## config.mk

```make
export PLATFORM = sky130hd
export DESIGN_NAME = xor_checked_frame_receiver_core
export DESIGN_NICKNAME = d
export VERILOG_FILES = /design/src/hw/rtl/xcfr_pkg.sv /design/src/hw/rtl/xcfr_parser.sv /design/src/hw/rtl/xcfr_out_reg.sv /design/src/hw/rtl/xor_checked_frame_receiver_core.sv
export SDC_FILE = /design/constraint.sdc
export NUM_CORES = 1
export LEC_CHECK = 0
export BUFFER_PORTS_ARGS = -buffer_cell sky130_fd_sc_hd__buf_2
export CORE_ASPECT_RATIO = 0.6
export CORE_MARGIN = 10
export CORE_UTILIZATION = 60
export CTS_BUF_LIST = sky130_fd_sc_hd__clkbuf_8
export DETAILED_ROUTE_END_ITERATION = 16
export GPL_ROUTABILITY_DRIVEN = 0
export PLACE_DENSITY = 0.82
export SETUP_SLACK_MARGIN = 0.05
export SLEW_MARGIN = 20
export SYNTH_ARGS = -nofsm -noshare
export SYNTH_HDL_FRONTEND = slang
export SYNTH_HIERARCHICAL = 1
export SYNTH_SLANG_ARGS = --single-unit
```

## constraint.sdc

```tcl
create_clock -name clk -period 2.7 [get_ports clk]
set_clock_uncertainty 0.05 [all_clocks]
set_input_delay 0 -clock clk [delete_from_list [all_inputs] [get_ports clk]]
set_output_delay 0 -clock clk [all_outputs]
set_load 0.01 [all_outputs]
```

## src/hw/rtl/xcfr_pkg.sv

```systemverilog
`default_nettype none
// ---------------------------------------------------------------------------
// xcfr_pkg : shared types and constants of the frame receiver
// Phase and status codes, register indexes and the result record passed from
// the parser to the output register.
// ---------------------------------------------------------------------------
package xcfr_pkg;

  localparam int unsigned BYTE_W    = 8;
  localparam int unsigned CFG_IDX_W = 1;

  // reset values of the delimiter registers
  localparam logic [BYTE_W-1:0] START_BYTE_RST = 8'h02;
  localparam logic [BYTE_W-1:0] END_BYTE_RST   = 8'h03;

  // configuration register indexes
  localparam logic [CFG_IDX_W-1:0] CFG_START_BYTE = 1'b0;
  localparam logic [CFG_IDX_W-1:0] CFG_END_BYTE   = 1'b1;

  // receive phase
  typedef enum logic [2:0] {
    PH_HUNT = 3'd0,
    PH_LEN  = 3'd1,
    PH_DATA = 3'd2,
    PH_CHK  = 3'd3,
    PH_END  = 3'd4
  } phase_t;

  // per-item status
  typedef enum logic [1:0] {
    ST_PROGRESS = 2'd0,
    ST_OK       = 2'd1,
    ST_FAIL     = 2'd2
  } status_t;

  // one result item
  typedef struct packed {
    status_t           status;
    logic              payload_valid;
    logic [BYTE_W-1:0] payload_byte;
    logic [BYTE_W-1:0] payload_index;
  } result_t;

endpackage : xcfr_pkg
`default_nettype wire

```

## src/hw/rtl/xcfr_parser.sv

```systemverilog
`default_nettype none
// ---------------------------------------------------------------------------
// xcfr_parser : frame parsing state machine
// Holds phase, byte count, announced length and running checksum, and forms
// the result of each accepted byte in the same cycle.
// ---------------------------------------------------------------------------
module xcfr_parser
  import xcfr_pkg::*;
#(
  parameter int unsigned MAX_PAYLOAD = 255
) (
  input  wire logic              clk,
  input  wire logic              rst_n,
  input  wire logic              accept,
  input  wire logic [BYTE_W-1:0] rx_byte,
  input  wire logic [BYTE_W-1:0] start_byte,
  input  wire logic [BYTE_W-1:0] end_byte,
  output result_t                res
);

  localparam logic [BYTE_W-1:0] MAX_LEN = BYTE_W'(MAX_PAYLOAD);

  phase_t            phase_r, phase_nxt;
  logic [BYTE_W-1:0] byte_count_r, byte_count_nxt;
  logic [BYTE_W-1:0] frame_length_r, frame_length_nxt;
  logic [BYTE_W-1:0] running_xor_r, running_xor_nxt;
  logic [BYTE_W-1:0] count_inc;

  assign count_inc = byte_count_r + 1'b1;

  // state register, advanced only on an accepted item
  always_ff @(posedge clk) begin
    if (!rst_n) begin
      phase_r        <= PH_HUNT;
      byte_count_r   <= '0;
      frame_length_r <= '0;
      running_xor_r  <= '0;
    end else if (accept) begin
      phase_r        <= phase_nxt;
      byte_count_r   <= byte_count_nxt;
      frame_length_r <= frame_length_nxt;
      running_xor_r  <= running_xor_nxt;
    end
  end

  // next state and result
  always_comb begin
    phase_nxt         = phase_r;
    byte_count_nxt    = byte_count_r;
    frame_length_nxt  = frame_length_r;
    running_xor_nxt   = running_xor_r;
    res.status        = ST_PROGRESS;
    res.payload_valid = 1'b0;
    res.payload_byte  = '0;
    res.payload_index = '0;
    case (phase_r)
      PH_LEN: begin
        if (rx_byte > MAX_LEN) begin
          phase_nxt        = PH_HUNT;
          byte_count_nxt   = '0;
          frame_length_nxt = '0;
          running_xor_nxt  = '0;
          res.status       = ST_FAIL;
        end else begin
          frame_length_nxt = rx_byte;
          byte_count_nxt   = '0;
          running_xor_nxt  = '0;
          phase_nxt        = (rx_byte == '0) ? PH_CHK : PH_DATA;
        end
      end
      PH_DATA: begin
        res.payload_valid = 1'b1;
        res.payload_byte  = rx_byte;
        res.payload_index = byte_count_r;
        running_xor_nxt   = running_xor_r ^ rx_byte;
        byte_count_nxt    = count_inc;
        if (count_inc == frame_length_r) begin
          phase_nxt = PH_CHK;
        end
      end
      PH_CHK: begin
        if (rx_byte == running_xor_r) begin
          phase_nxt = PH_END;
        end else begin
          phase_nxt        = PH_HUNT;
          byte_count_nxt   = '0;
          frame_length_nxt = '0;
          running_xor_nxt  = '0;
          res.status       = ST_FAIL;
        end
      end
      PH_END: begin
        phase_nxt        = PH_HUNT;
        byte_count_nxt   = '0;
        frame_length_nxt = '0;
        running_xor_nxt  = '0;
        res.status       = (rx_byte == end_byte) ? ST_OK : ST_FAIL;
      end
      default: begin
        // hunting, and any stray code behaves as hunting
        phase_nxt        = (rx_byte == start_byte) ? PH_LEN : PH_HUNT;
        byte_count_nxt   = '0;
        frame_length_nxt = '0;
        running_xor_nxt  = '0;
      end
    endcase
  end

  // payload is only ever flagged while reading the data field
  assert property (@(posedge clk) disable iff (!rst_n)
    res.payload_valid |-> (phase_r == PH_DATA))
    else $error("payload flagged outside data phase");

  // a finished or failed frame always returns to hunting
  assert property (@(posedge clk) disable iff (!rst_n)
    (accept && (res.status != ST_PROGRESS)) |=> (phase_r == PH_HUNT))
    else $error("no return to hunting after frame end");

  // the data phase never runs past the announced length
  assert property (@(posedge clk) disable iff (!rst_n)
    (phase_r == PH_DATA) |-> (byte_count_r < frame_length_r))
    else $error("byte count overran frame length");

endmodule : xcfr_parser
`default_nettype wire

```

## src/hw/rtl/xcfr_out_reg.sv

```systemverilog
`default_nettype none
// ---------------------------------------------------------------------------
// xcfr_out_reg : result register
// Holds one result item until taken; takes a new one in the cycle the held
// item leaves, so items flow one per cycle while out_ready is high.
// ---------------------------------------------------------------------------
module xcfr_out_reg
  import xcfr_pkg::*;
(
  input  wire logic    clk,
  input  wire logic    rst_n,
  input  wire logic    load,
  input  wire result_t res,
  input  wire logic    out_ready,
  output logic         out_valid,
  output logic         free,
  output result_t      out_res
);

  logic    valid_r, valid_nxt;
  result_t res_r;

  // room for a new item when empty or when the held one leaves now
  assign free = !valid_r || out_ready;

  // valid flag
  always_comb begin
    valid_nxt = valid_r;
    if (load) begin
      valid_nxt = 1'b1;
    end else if (out_ready) begin
      valid_nxt = 1'b0;
    end
  end

  always_ff @(posedge clk) begin
    if (!rst_n) begin
      valid_r <= 1'b0;
    end else begin
      valid_r <= valid_nxt;
    end
  end

  // payload register, no reset needed
  always_ff @(posedge clk) begin
    if (load) begin
      res_r <= res;
    end
  end

  assign out_valid = valid_r;
  assign out_res   = res_r;

endmodule : xcfr_out_reg
`default_nettype wire

```

## src/hw/rtl/xor_checked_frame_receiver_core.sv

```systemverilog
`default_nettype none
// latency: the result of a byte is shown on the cycle after it is accepted
// throughput: one byte per cycle while out_ready is high, bounded by the single result register
// in_ready stays high while the result register is empty or being emptied
// reset (rst_n low, synchronous): back to hunting, checksum, count and length
// cleared, start byte 0x02 and end byte 0x03, result register emptied
// ---------------------------------------------------------------------------
// xor_checked_frame_receiver_core : byte-wide framed receiver
// Hunts for a start byte, reads a length, passes payload bytes out while
// building an XOR checksum, then checks the checksum and end byte.
// ---------------------------------------------------------------------------
module xor_checked_frame_receiver_core
  import xcfr_pkg::*;
#(
  parameter int unsigned MAX_PAYLOAD = 255
) (
  input  wire logic                 clk,
  input  wire logic                 rst_n,
  // configuration
  input  wire logic                 cfg_we,
  input  wire logic [CFG_IDX_W-1:0] cfg_index,
  input  wire logic [BYTE_W-1:0]    cfg_wdata,
  // input items
  input  wire logic                 in_valid,
  output logic                      in_ready,
  input  wire logic [BYTE_W-1:0]    in_rx_byte,
  // result items
  output logic                      out_valid,
  input  wire logic                 out_ready,
  output logic [1:0]                out_status,
  output logic                      out_payload_valid,
  output logic [BYTE_W-1:0]         out_payload_byte,
  output logic [BYTE_W-1:0]         out_payload_index
);

  logic [BYTE_W-1:0] start_byte_r;
  logic [BYTE_W-1:0] end_byte_r;
  logic              accept;
  result_t           res;
  result_t           out_res;

  // delimiter registers
  always_ff @(posedge clk) begin
    if (!rst_n) begin
      start_byte_r <= START_BYTE_RST;
      end_byte_r   <= END_BYTE_RST;
    end else if (cfg_we) begin
      case (cfg_index)
        CFG_START_BYTE: start_byte_r <= cfg_wdata;
        CFG_END_BYTE:   end_byte_r   <= cfg_wdata;
        default: ;
      endcase
    end
  end

  assign accept = in_valid && in_ready;

  // frame parser
  xcfr_parser #(
    .MAX_PAYLOAD (MAX_PAYLOAD)
  ) u_parser (
    .clk        (clk),
    .rst_n      (rst_n),
    .accept     (accept),
    .rx_byte    (in_rx_byte),
    .start_byte (start_byte_r),
    .end_byte   (end_byte_r),
    .res        (res)
  );

  // result register
  xcfr_out_reg u_out_reg (
    .clk       (clk),
    .rst_n     (rst_n),
    .load      (accept),
    .res       (res),
    .out_ready (out_ready),
    .out_valid (out_valid),
    .free      (in_ready),
    .out_res   (out_res)
  );

  assign out_status        = out_res.status;
  assign out_payload_valid = out_res.payload_valid;
  assign out_payload_byte  = out_res.payload_byte;
  assign out_payload_index = out_res.payload_index;

endmodule : xor_checked_frame_receiver_core
`default_nettype wire
```

; ---- Word-level counts from Yosys, hierarchy flattened
; Cells that the tools add are included.
[word_totals]
register_bits = 63
in_bits = 22
output_inout_bits = 21
[op_classes]
n_addsub = 1
magnitude_cmp = 1
n_eq_ne = 10
n_mux = 18
n_bitwise = 3
reduce_logical = 10
[ops]
columns = cell, n
row1 = 8-bit equality test, 4
row2 = 8-bit one-hot mux with 2 select lines, 2
row3 = 8-bit one-hot mux with 3 select lines, 1
row4 = 17-bit two-way mux, 1
row5 = 8-bit two-way mux, 2
row6 = 3-bit one-hot mux with 4 select lines, 1
row7 = 3-bit two-way mux, 3
row8 = 8-bit by 1-bit adder with 8-bit output (second input constant), 1
row9 = 8-bit greater-than comparator (second input constant), 1
row10 = 8-bit zero test, 1
row11 = 2-bit AND reduction, 4
row12 = 8-bit XOR, 1
row13 = 3-bit by 2-bit equality test with 1-bit output (second input constant), 2
row14 = 2-bit two-way mux, 3
row15 = 2-bit one-hot mux with 3 select lines, 1
row16 = 1-bit two-way mux, 4
row17 = 3-bit by 1-bit equality test with 1-bit output (second input constant), 1
row18 = 3-bit equality test (second input constant), 1
row19 = 3-bit AND reduction, 1
row20 = 2-bit by 1-bit != test with 1-bit output (second input constant), 1
row21 = 2-bit != test (second input constant), 1
row22 = 1-bit NOT, 2
row23 = 2-bit nonzero test, 1
row24 = 1-bit logical AND, 1
row25 = 2 further kinds, 2

; ---- Depth between registers and ports, before layout
; Gate-level depths: netlist of the first run.
[logic_depth]
word_depth = 4
ltp_mapped = 8
mapped_depth_nobuf = 7

; ---- Hierarchy
; The synthesis of the first run kept the hierarchy.
[by_module_without_submodules]
columns = mod, instances, cells_per_inst, area_each_um2, seq_area_each_um2
row1 = xcfr_parser, 1, 243, 2042.0, 540.5
row2 = xor_checked_frame_receiver_core, 1, 67, 644.4, 320.3
row3 = xcfr_out_reg, 1, 23, 619.3, 590.6

; ---- Least setup slack after synthesis of the first run
; OpenSTA, ideal clock, no wires.
[synth_timing]
path_type = flip-flop to flip-flop
start = reg u_out_reg.valid_r, in the netlist u_out_reg/out_valid
end = reg u_parser.byte_count_r[7]
setup_ps = 70
arrival_time_ps = 2026
t_required_ps = 2580
path_slack_ps = 554
stages_incl_launch_ff = 7
path_buffers = 1
cell_sequence = dfxtp_1 > nand2b_4 > and2_1 > buf_6 > o41ai_4 > or4_2 > a21boi_1
[synth_between]
elab_chain_len = 4
[synth_rtl]
columns = element, line_no
row1 = from (decl), xcfr_out_reg.sv:20  ; logic valid_r, valid_nxt;
row2 = from (signal assigned), xcfr_out_reg.sv:40  ; valid_r <= valid_nxt;
row3 = 1-bit zero test, xcfr_out_reg.sv:24  ; assign free = !valid_r || out_ready;
row4 = 1-bit logical OR, xcfr_out_reg.sv:24
row5 = via in_ready, xor_checked_frame_receiver_core.sv:25  ; output logic in_ready,
row6 = 1-bit logical AND, xor_checked_frame_receiver_core.sv:56  ; assign accept = in_valid && in_ready;
row7 = via accept, xor_checked_frame_receiver_core.sv:38  ; logic accept;
row8 = 2-bit AND reduction (no source line), -
row9 = to (signal assigned), xcfr_parser.sv:40  ; byte_count_r <= byte_count_nxt;
row10 = to (decl), xcfr_parser.sv:24  ; logic [BYTE_W-1:0] byte_count_r, byte_count_nxt;
; The timed path passes the listed nets, and every way through them passes these cells.
; A chain may end at the register's enable or synchronous reset.

; ---- Worst setup path after layout of the first run
[layout_timing]
start = in in_rx_byte[3]
end = reg u_parser.frame_length_r[7]
[layout_between]
elab_chain_len = 3
[layout_rtl]
columns = element, line_no
row1 = from (decl), xor_checked_frame_receiver_core.sv:26  ; input wire logic [BYTE_W-1:0] in_rx_byte,
row2 = 8-bit greater-than comparator / 8-bit equality test (equally long branches), "xcfr_parser.sv:58, xcfr_parser.sv:82"
row3 = 8-bit two-way mux / 2-bit != test (equally long branches), -
row4 = 8-bit one-hot mux with 3 select lines / 3-bit AND reduction (equally long branches), -
row5 = to (signal assigned), xcfr_parser.sv:41  ; frame_length_r <= frame_length_nxt;
row6 = to (decl), xcfr_parser.sv:25  ; logic [BYTE_W-1:0] frame_length_r, frame_length_nxt;
; Parallel ways exist; a longest one is shown, timed or not.

==> results of run 1 <==
## critical path, cell delays in order
cell and delay (ns):
dlygate4sd3_1 0.53, buf_2 0.24, xnor2_1 0.17, nand4_2 0.17
nor4_1 0.49, nand3b_1 0.49, mux2i_1 0.27
## final cells by class
class / count / area (um2) / share of cell area
clock buffer: 9 / 124 / 0.0325
clock inverter: 7 / 56.3 / 0.0148
inverter: 7 / 26.3 / 0.00689
multi-input combinational: 235 / 1620 / 0.424
sequential: 63 / 1450 / 0.381
tap: 66 / 82.6 / 0.0217
timing repair buffer: 68 / 455 / 0.120
## layer usage
metal / up-vias / global-route usage / part of all wire
met2: 113 / 0.268 / 0.45
li1: 1259 / - / -
met5: - / 0 / 0
met4: 0 / 0.0771 / 0.019
met3: 18 / 0.0829 / 0.098
met1: 1229 / 0.230 / 0.43
## synth_stat cells, types with 2 or more instances
| cell type | n |
|---|---|
| a22oi_1 | 10 |
| nor2b_1 | 13 |
| nand2_1 | 45 |
| nand3_1 | 22 |
| nand4_1 | 8 |
| xnor2_1 | 31 |
| buf_2 | 8 |
| edfxtp_1 | 19 |
| nor3_1 | 3 |
| o311ai_0 | 2 |
| and2_1 | 15 |
| nor4_1 | 4 |
| nand2b_1 | 2 |
| inv_1 | 7 |
| o21ai_0 | 4 |
| nand3b_1 | 3 |
| nor2_1 | 9 |
| mux2i_1 | 31 |
| clkbuf_1 | 7 |
| dfxtp_1 | 44 |
| buf_6 | 13 |
| o211ai_1 | 4 |
| xor2_1 | 6 |
## sequential cells by signal (all words and copies together), names as in the netlist
name / flops
start_byte_r: 8
end_byte_r: 8
u_parser/phase_r: 3
u_parser/running_xor_r: 8
u_parser/byte_count_r: 8
u_out_reg/out_valid: 1
u_out_reg/out_res: 19
u_parser/frame_length_r: 8
## report_power, final
group / internal (W) / switching, W / leakage (nW) / total [W]
Clock: 0.000411 / 0.000356 / 0.103 / 0.000767
Sequential: 0.00101 / 0.0000202 / 0.551 / 0.00103
Combinational: 0.000113 / 0.000145 / 0.838 / 0.000258
## logic make-up after synthesis
family | Yosys count
multiplexers | 31
XOR/XNOR | 37
buffers and inverters | 35
adder cells (fa/ha/maj) | 1
AND/OR/NAND/NOR | 134
flip-flops | 63
AO/OA/AOI/OAI | 32
## cell usage in the layout, fill, tap and decap left out, drive strengths merged, types with 2 or more instances in the layout
cell type | Yosys | layout
a21boi | 2 | 2
a22oi | 10 | 10
and2 | 17 | 17
buf | 21 | 48
clkbuf | 7 | 9
clkinv | 0 | 4
dfxtp | 44 | 44
dlygate4sd3 | 0 | 20
edfxtp | 19 | 19
inv | 7 | 9
mux2i | 31 | 31
nand2 | 45 | 45
nand2b | 3 | 3
nand3 | 22 | 22
nand3b | 3 | 3
nand4 | 9 | 9
nor2 | 10 | 10
nor2b | 13 | 13
nor3 | 3 | 3
nor3b | 2 | 2
nor4 | 4 | 4
o211ai | 4 | 4
o21ai | 5 | 5
o311ai | 2 | 2
xnor2 | 31 | 31
xor2 | 6 | 6
## worst max-delay path by stage
stage	from	endpoint	slack [ns]
floorplan	u_out_reg/out_valid	u_parser/byte_count_r[7]	0.55
global placement	u_parser/running_xor_r[1]	u_parser/frame_length_r[7]	0.76
detailed placement	u_parser/running_xor_r[1]	u_parser/frame_length_r[7]	0.73
CTS	in_rx_byte[1]	u_parser/frame_length_r[7]	0.62
global route	in_rx_byte[5]	u_parser/frame_length_r[3]	0.38
finish	in_rx_byte[3]	u_parser/frame_length_r[7]	0.56
## through the flow
stage / utilization / cell area, um2 / hold slack (ns) / setup WS (ns)
detailed placement: 0.659 / 3430 / 0.233 / 0.729
finish: 0.732 / 3810 / 0.0289 / 0.561
global route: 0.732 / 3810 / 0.0363 / 0.384
floorplan: - / 3310 / 0.0693 / 0.554
CTS: 0.732 / 3810 / 0.0238 / 0.616
global placement: 0.659 / 3430 / 0.220 / 0.763
## repair_timing
item	4_1_cts	5_1_grt
gates resized for setup	0	0
hold buffers	20	0
hold endpoints to repair	25	0
==> impl_metrics.json, run 1 <==
{
  "outcome": "finished, final reports clean",
  "ir_drop_mv": 0.295,
  "hold-path-cell-count": 3,
  "clkSinkCount": 63,
  "critPathLaunchType": "input pin",
  "synthMuxAreaShare": 0.0939,
  "powerDensity_nw_per_um2": 539,
  "grt_pass1_vias": 2535,
  "leakagePower_nw": 1.49,
  "initial_utilization": 0.635,
  "cts-buffers-inserted": 9,
  "power_w": 0.00205,
  "cts_root_buf": "clkbuf_8",
  "grt_pass1_wl_um": 13100,
  "avgSynthCellArea_um2": 9.93,
  "synth.area.top_cells": "dfxtp_1 27%, edfxtp_1 17%, mux2i_1 9.4%",
  "critical_path_class": "in -> reg",
  "dp_cells": 419,
  "netlist_instances": 333,
  "cts_htree_levels": 3,
  "yosysSeqAreaShare": 0.439,
  "clk_path_buf_depth": 2,
  "async_flop_share": 0,
  "area_growth_pct": 15.3,
  "wirelength_um": 7910,
  "core_um2": 5200,
  "drv_cap": 0,
  "vias": 2619,
  "wl_per_cell_um": 17.4,
  "dp_hpwl_um": 5330,
  "r2r-end": "u_parser/frame_length_r[7]",
  "fin_setup_tns_ns": 0,
  "synth-edff-count": 19,
  "drtPass1Iterations": 4,
  "drc": 0,
  "min_period_over_period": 0.792,
  "setup_viol": 0,
  "hold_path_class": "in -> reg",
  "crit_arrival_ns": 2.36,
  "drive_gt1_frac": 0.185,
  "drtIter0Drc": 248,
  "post_cts_buffers": 0,
  "r2r-start": "u_parser/running_xor_r[7]",
  "synth_compound_gate_area_share": 0.0780,
  "rrSetupSlack_ns": 0.61,
  "diodes": 0,
  "io-pin-count": 43,
  "crit_path_end_kind": "register",
  "worstSkewPairLatency_ns": 0.35,
  "path_clk_slew_ns": 0.07,
  "slew_viol_final": 0,
  "cts_tree": "yes",
  "die_height_um": 77.5,
  "synthXorXnorAreaFrac": 0.0980,
  "synth_top_family_by_area": "simple AND/OR/NAND/NOR gates",
  "port_buffers": 42,
  "die_area_um2": 8980,
  "fmax_ghz": 0.467,
  "yosys_warnings": 6,
  "syn_nets": 356,
  "hold_viol": 0,
  "ys_seq_elements": 63,
  "fin_nets": 407,
  "synth_area_um2": 3310,
  "synthAdderAreaFrac": 0.00379,
  "synth_top_cell_area_share": 0.266,
  "final_cell_count_no_fill": 455,
  "antenna_left": 0,
  "synth_cell_types": 46,
  "rsz0062_at_grt": "false",
  "r2r_cells": 5,
  "synth-simple-area-share": 0.215,
  "track_usage": 0.184,
  "fin_crit_ns": 2.14,
  "critical_path_required_ns": 2.92,
  "yosysTopAreaCell": "dfxtp_1",
  "synth_ff_type": "dfxtp_1",
  "fp-row-count": 20,
  "grt_max_degree": 50,
  "grt_antenna_before_repair": 0,
  "relSlewSlack": 0.583,
  "crit_path_max_fanout": 8,
  "hold_start": "rst_n",
  "tightest_slew_ns": 0.624,
  "hold_end": "u_parser/frame_length_r[5]",
  "vias_per_cell": 5.76,
  "die-width_um": 116,
  "overflow": 0,
  "n_fill_cell": 370
}
No activity file was read; power rests on OpenSTA's default activity.
==> inputs of run 2 (changes only) <==
--- a/config.mk
+++ b/config.mk
@@ -8,11 +8,11 @@
 export BUFFER_PORTS_ARGS = -buffer_cell sky130_fd_sc_hd__buf_2
 export CORE_ASPECT_RATIO = 0.6
 export CORE_MARGIN = 10
-export CORE_UTILIZATION = 60
+export CORE_UTILIZATION = 54
 export CTS_BUF_LIST = sky130_fd_sc_hd__clkbuf_8
 export DETAILED_ROUTE_END_ITERATION = 16
 export GPL_ROUTABILITY_DRIVEN = 0
-export PLACE_DENSITY = 0.82
+export PLACE_DENSITY = 0.78
 export SETUP_SLACK_MARGIN = 0.05
 export SLEW_MARGIN = 20
 export SYNTH_ARGS = -nofsm -noshare
==> constraint.sdc (replaced) <==
create_clock -name clk -period 1.93 [get_ports clk]
set_clock_uncertainty 0.05 [all_clocks]
set_input_delay 0 -clock clk [delete_from_list [all_inputs] [get_ports clk]]
set_output_delay 0 -clock clk [all_outputs]
set_load 0.01 [all_outputs]
==> impl_metrics.json, run 2 (synthesized netlist as in run 1, its figures left out) <==
{
  "outcome": "finished, final reports clean",
  "cts_root_buf": "clkbuf_8",
  "tightest_slew_ns": 0.360,
  "track_usage": 0.164,
  "hold_viol": 0,
  "clock_power_share": 0.348,
  "crit_path_max_fanout": 18,
  "overflow": 0,
  "die_area_um2": 9750,
  "dp_hpwl_um": 5490,
  "p_comb_frac": 0.137,
  "path_clk_slew_ns": 0.07,
  "dp_cells": 443,
  "layout_commonest_cell": "dfxtp_1",
  "hold-worst-slack_ns": 0.101,
  "final_cell_area_um2": 3940,
  "ir_drop_mv": 0.552,
  "grt_antenna_before_repair": 0,
  "fin_setup_tns_ns": 0,
  "crit_arrival_ns": 1.99,
  "critPathLaunchType": "register",
  "wl_per_cell_um": 16.4,
  "port_buffers": 42,
  "vias_per_cell": 5.56,
  "drtPass1Iterations": 5,
  "die_height_um": 80.6,
  "leakagePower_nw": 1.55,
  "drv_cap": 0,
  "cts_tree": "yes",
  "fp-row-count": 21,
  "mostFrequentLayoutCells": "44 x dfxtp_1, 43 x nand2_1, 41 x buf_2",
  "internal_power_w": 0.00204,
  "netSwitchingFraction": 0.269,
  "final_util": 0.684,
  "core_um2": 5750,
  "slew_viol_final": 0,
  "setup_viol": 0,
  "drive_gt1_frac": 0.227,
  "die-width_um": 121,
  "vias": 2648,
  "wirelength_um": 7820,
  "post_cts_buffers": 0,
  "diodes": 0,
  "relSlewSlack": 0.760,
  "fmax_ghz": 0.552,
  "powerDensity_nw_per_um2": 709,
  "cts-buffers-inserted": 9,
  "critical_path_required_ns": 2.11,
  "critical_path_class": "reg -> reg",
  "final_cell_count_no_fill": 476,
  "largest_register_ffs": 19,
  "grt_pass1_vias": 2533,
  "seqPwrFrac": 0.516,
  "drtIter0Drc": 297,
  "area_growth_pct": 19.1,
  "initial_utilization": 0.574,
  "grt_max_degree": 38,
  "clk_path_buf_depth": 2,
  "antenna_left": 0,
  "crit_path_end_kind": "register",
  "fin_nets": 414,
  "rsz0062_at_grt": "true",
  "post_dp_cell_area_um2": 3560,
  "cts_htree_levels": 3,
  "hold_path_class": "in -> reg",
  "grt_pass1_wl_um": 12600,
  "worstSkewPairLatency_ns": 0.34,
  "io-pin-count": 43,
  "p_sw_w": 0.000752,
  "drc": 0,
  "fin_crit_ns": 1.81,
  "clkSinkCount": 63,
  "min_period_over_period": 0.939
}
==> run 2: cell types whose count changed in the layout (fill, tap and decap cells not counted), moves of 2 or more <==
cell / delta
nand2_1: -2
clkinvlp_4: +3
nand2_2: +2
dlygate4sd3_1: -3
xnor2_1: -2
buf_12: +3
xnor2_2: +2
buf_4: +7
==> run 2: what timing repair did <==
action	in CTS	in global routing
hold endpoints to repair	21	0
setup endpoints to repair	0	8
gates resized for setup	0	7
hold buffers	17	0
==> run 2: final timing paths <==
kind	depth (start not counted)	end	slack (ns)	from
hold / removal	4	u_parser/frame_length_r[5]	0.10	in_rx_byte[5]
hold reg to reg	2	start_byte_r[0]	0.42	start_byte_r[0]
setup reg to reg	6	u_parser/byte_count_r[3]	0.12	u_parser/running_xor_r[5]
setup / recovery	6	u_parser/byte_count_r[3]	0.12	u_parser/running_xor_r[5]
==> run 2: layout make-up <==
type / count / area (um2)
Timing Repair Buffer: 75 / 541
Fill cell: 423 / 1820
Tap cell: 80 / 100
Clock inverter: 7 / 41.3
Clock buffer: 9 / 124
Sequential cell: 63 / 1450
Inverter: 7 / 26.3
Multi-Input combinational cell: 235 / 1650
==> run 2: per-stage QoR <==
step	total power, W	setup WS (ns)
CTS	0.00281	0.0814
floorplan	0.00171	0.140
finish	0.00279	0.118
global placement	0.00180	0.166
detailed placement	0.00181	0.133
global route	0.00291	0.0251
==> run 2: critical path, cell delays in order (launching register included) <==
cell and delay, ns:
dfxtp_1 0.34, xnor2_1 0.22, nand4_2 0.21, o41ai_4 0.45
buf_12 0.20, nand3_1 0.10, o311ai_0 0.13
==> run 2: per-layer routing <==
layer / GRT usage / routed length [um] / vias to the layer above
met5: 0 / 0 / -
met4: 0.0695 / 172 / 0
met3: 0.0684 / 812 / 22
met2: 0.238 / 3270 / 126
met1: 0.209 / 3560 / 1237
li1: - / - / 1263
==> run 2: power by group through the flow <==
stage	clock network, W	registers [W]	logic, W
2_1_floorplan	0	0.00148	0.000235
3_5_place_dp	0	0.00147	0.000346
5_1_grt	0.00106	0.00144	0.000412
6_report	0.000970	0.00144	0.000382
3_3_place_gp	0	0.00147	0.000338
4_1_cts	0.000996	0.00144	0.000373
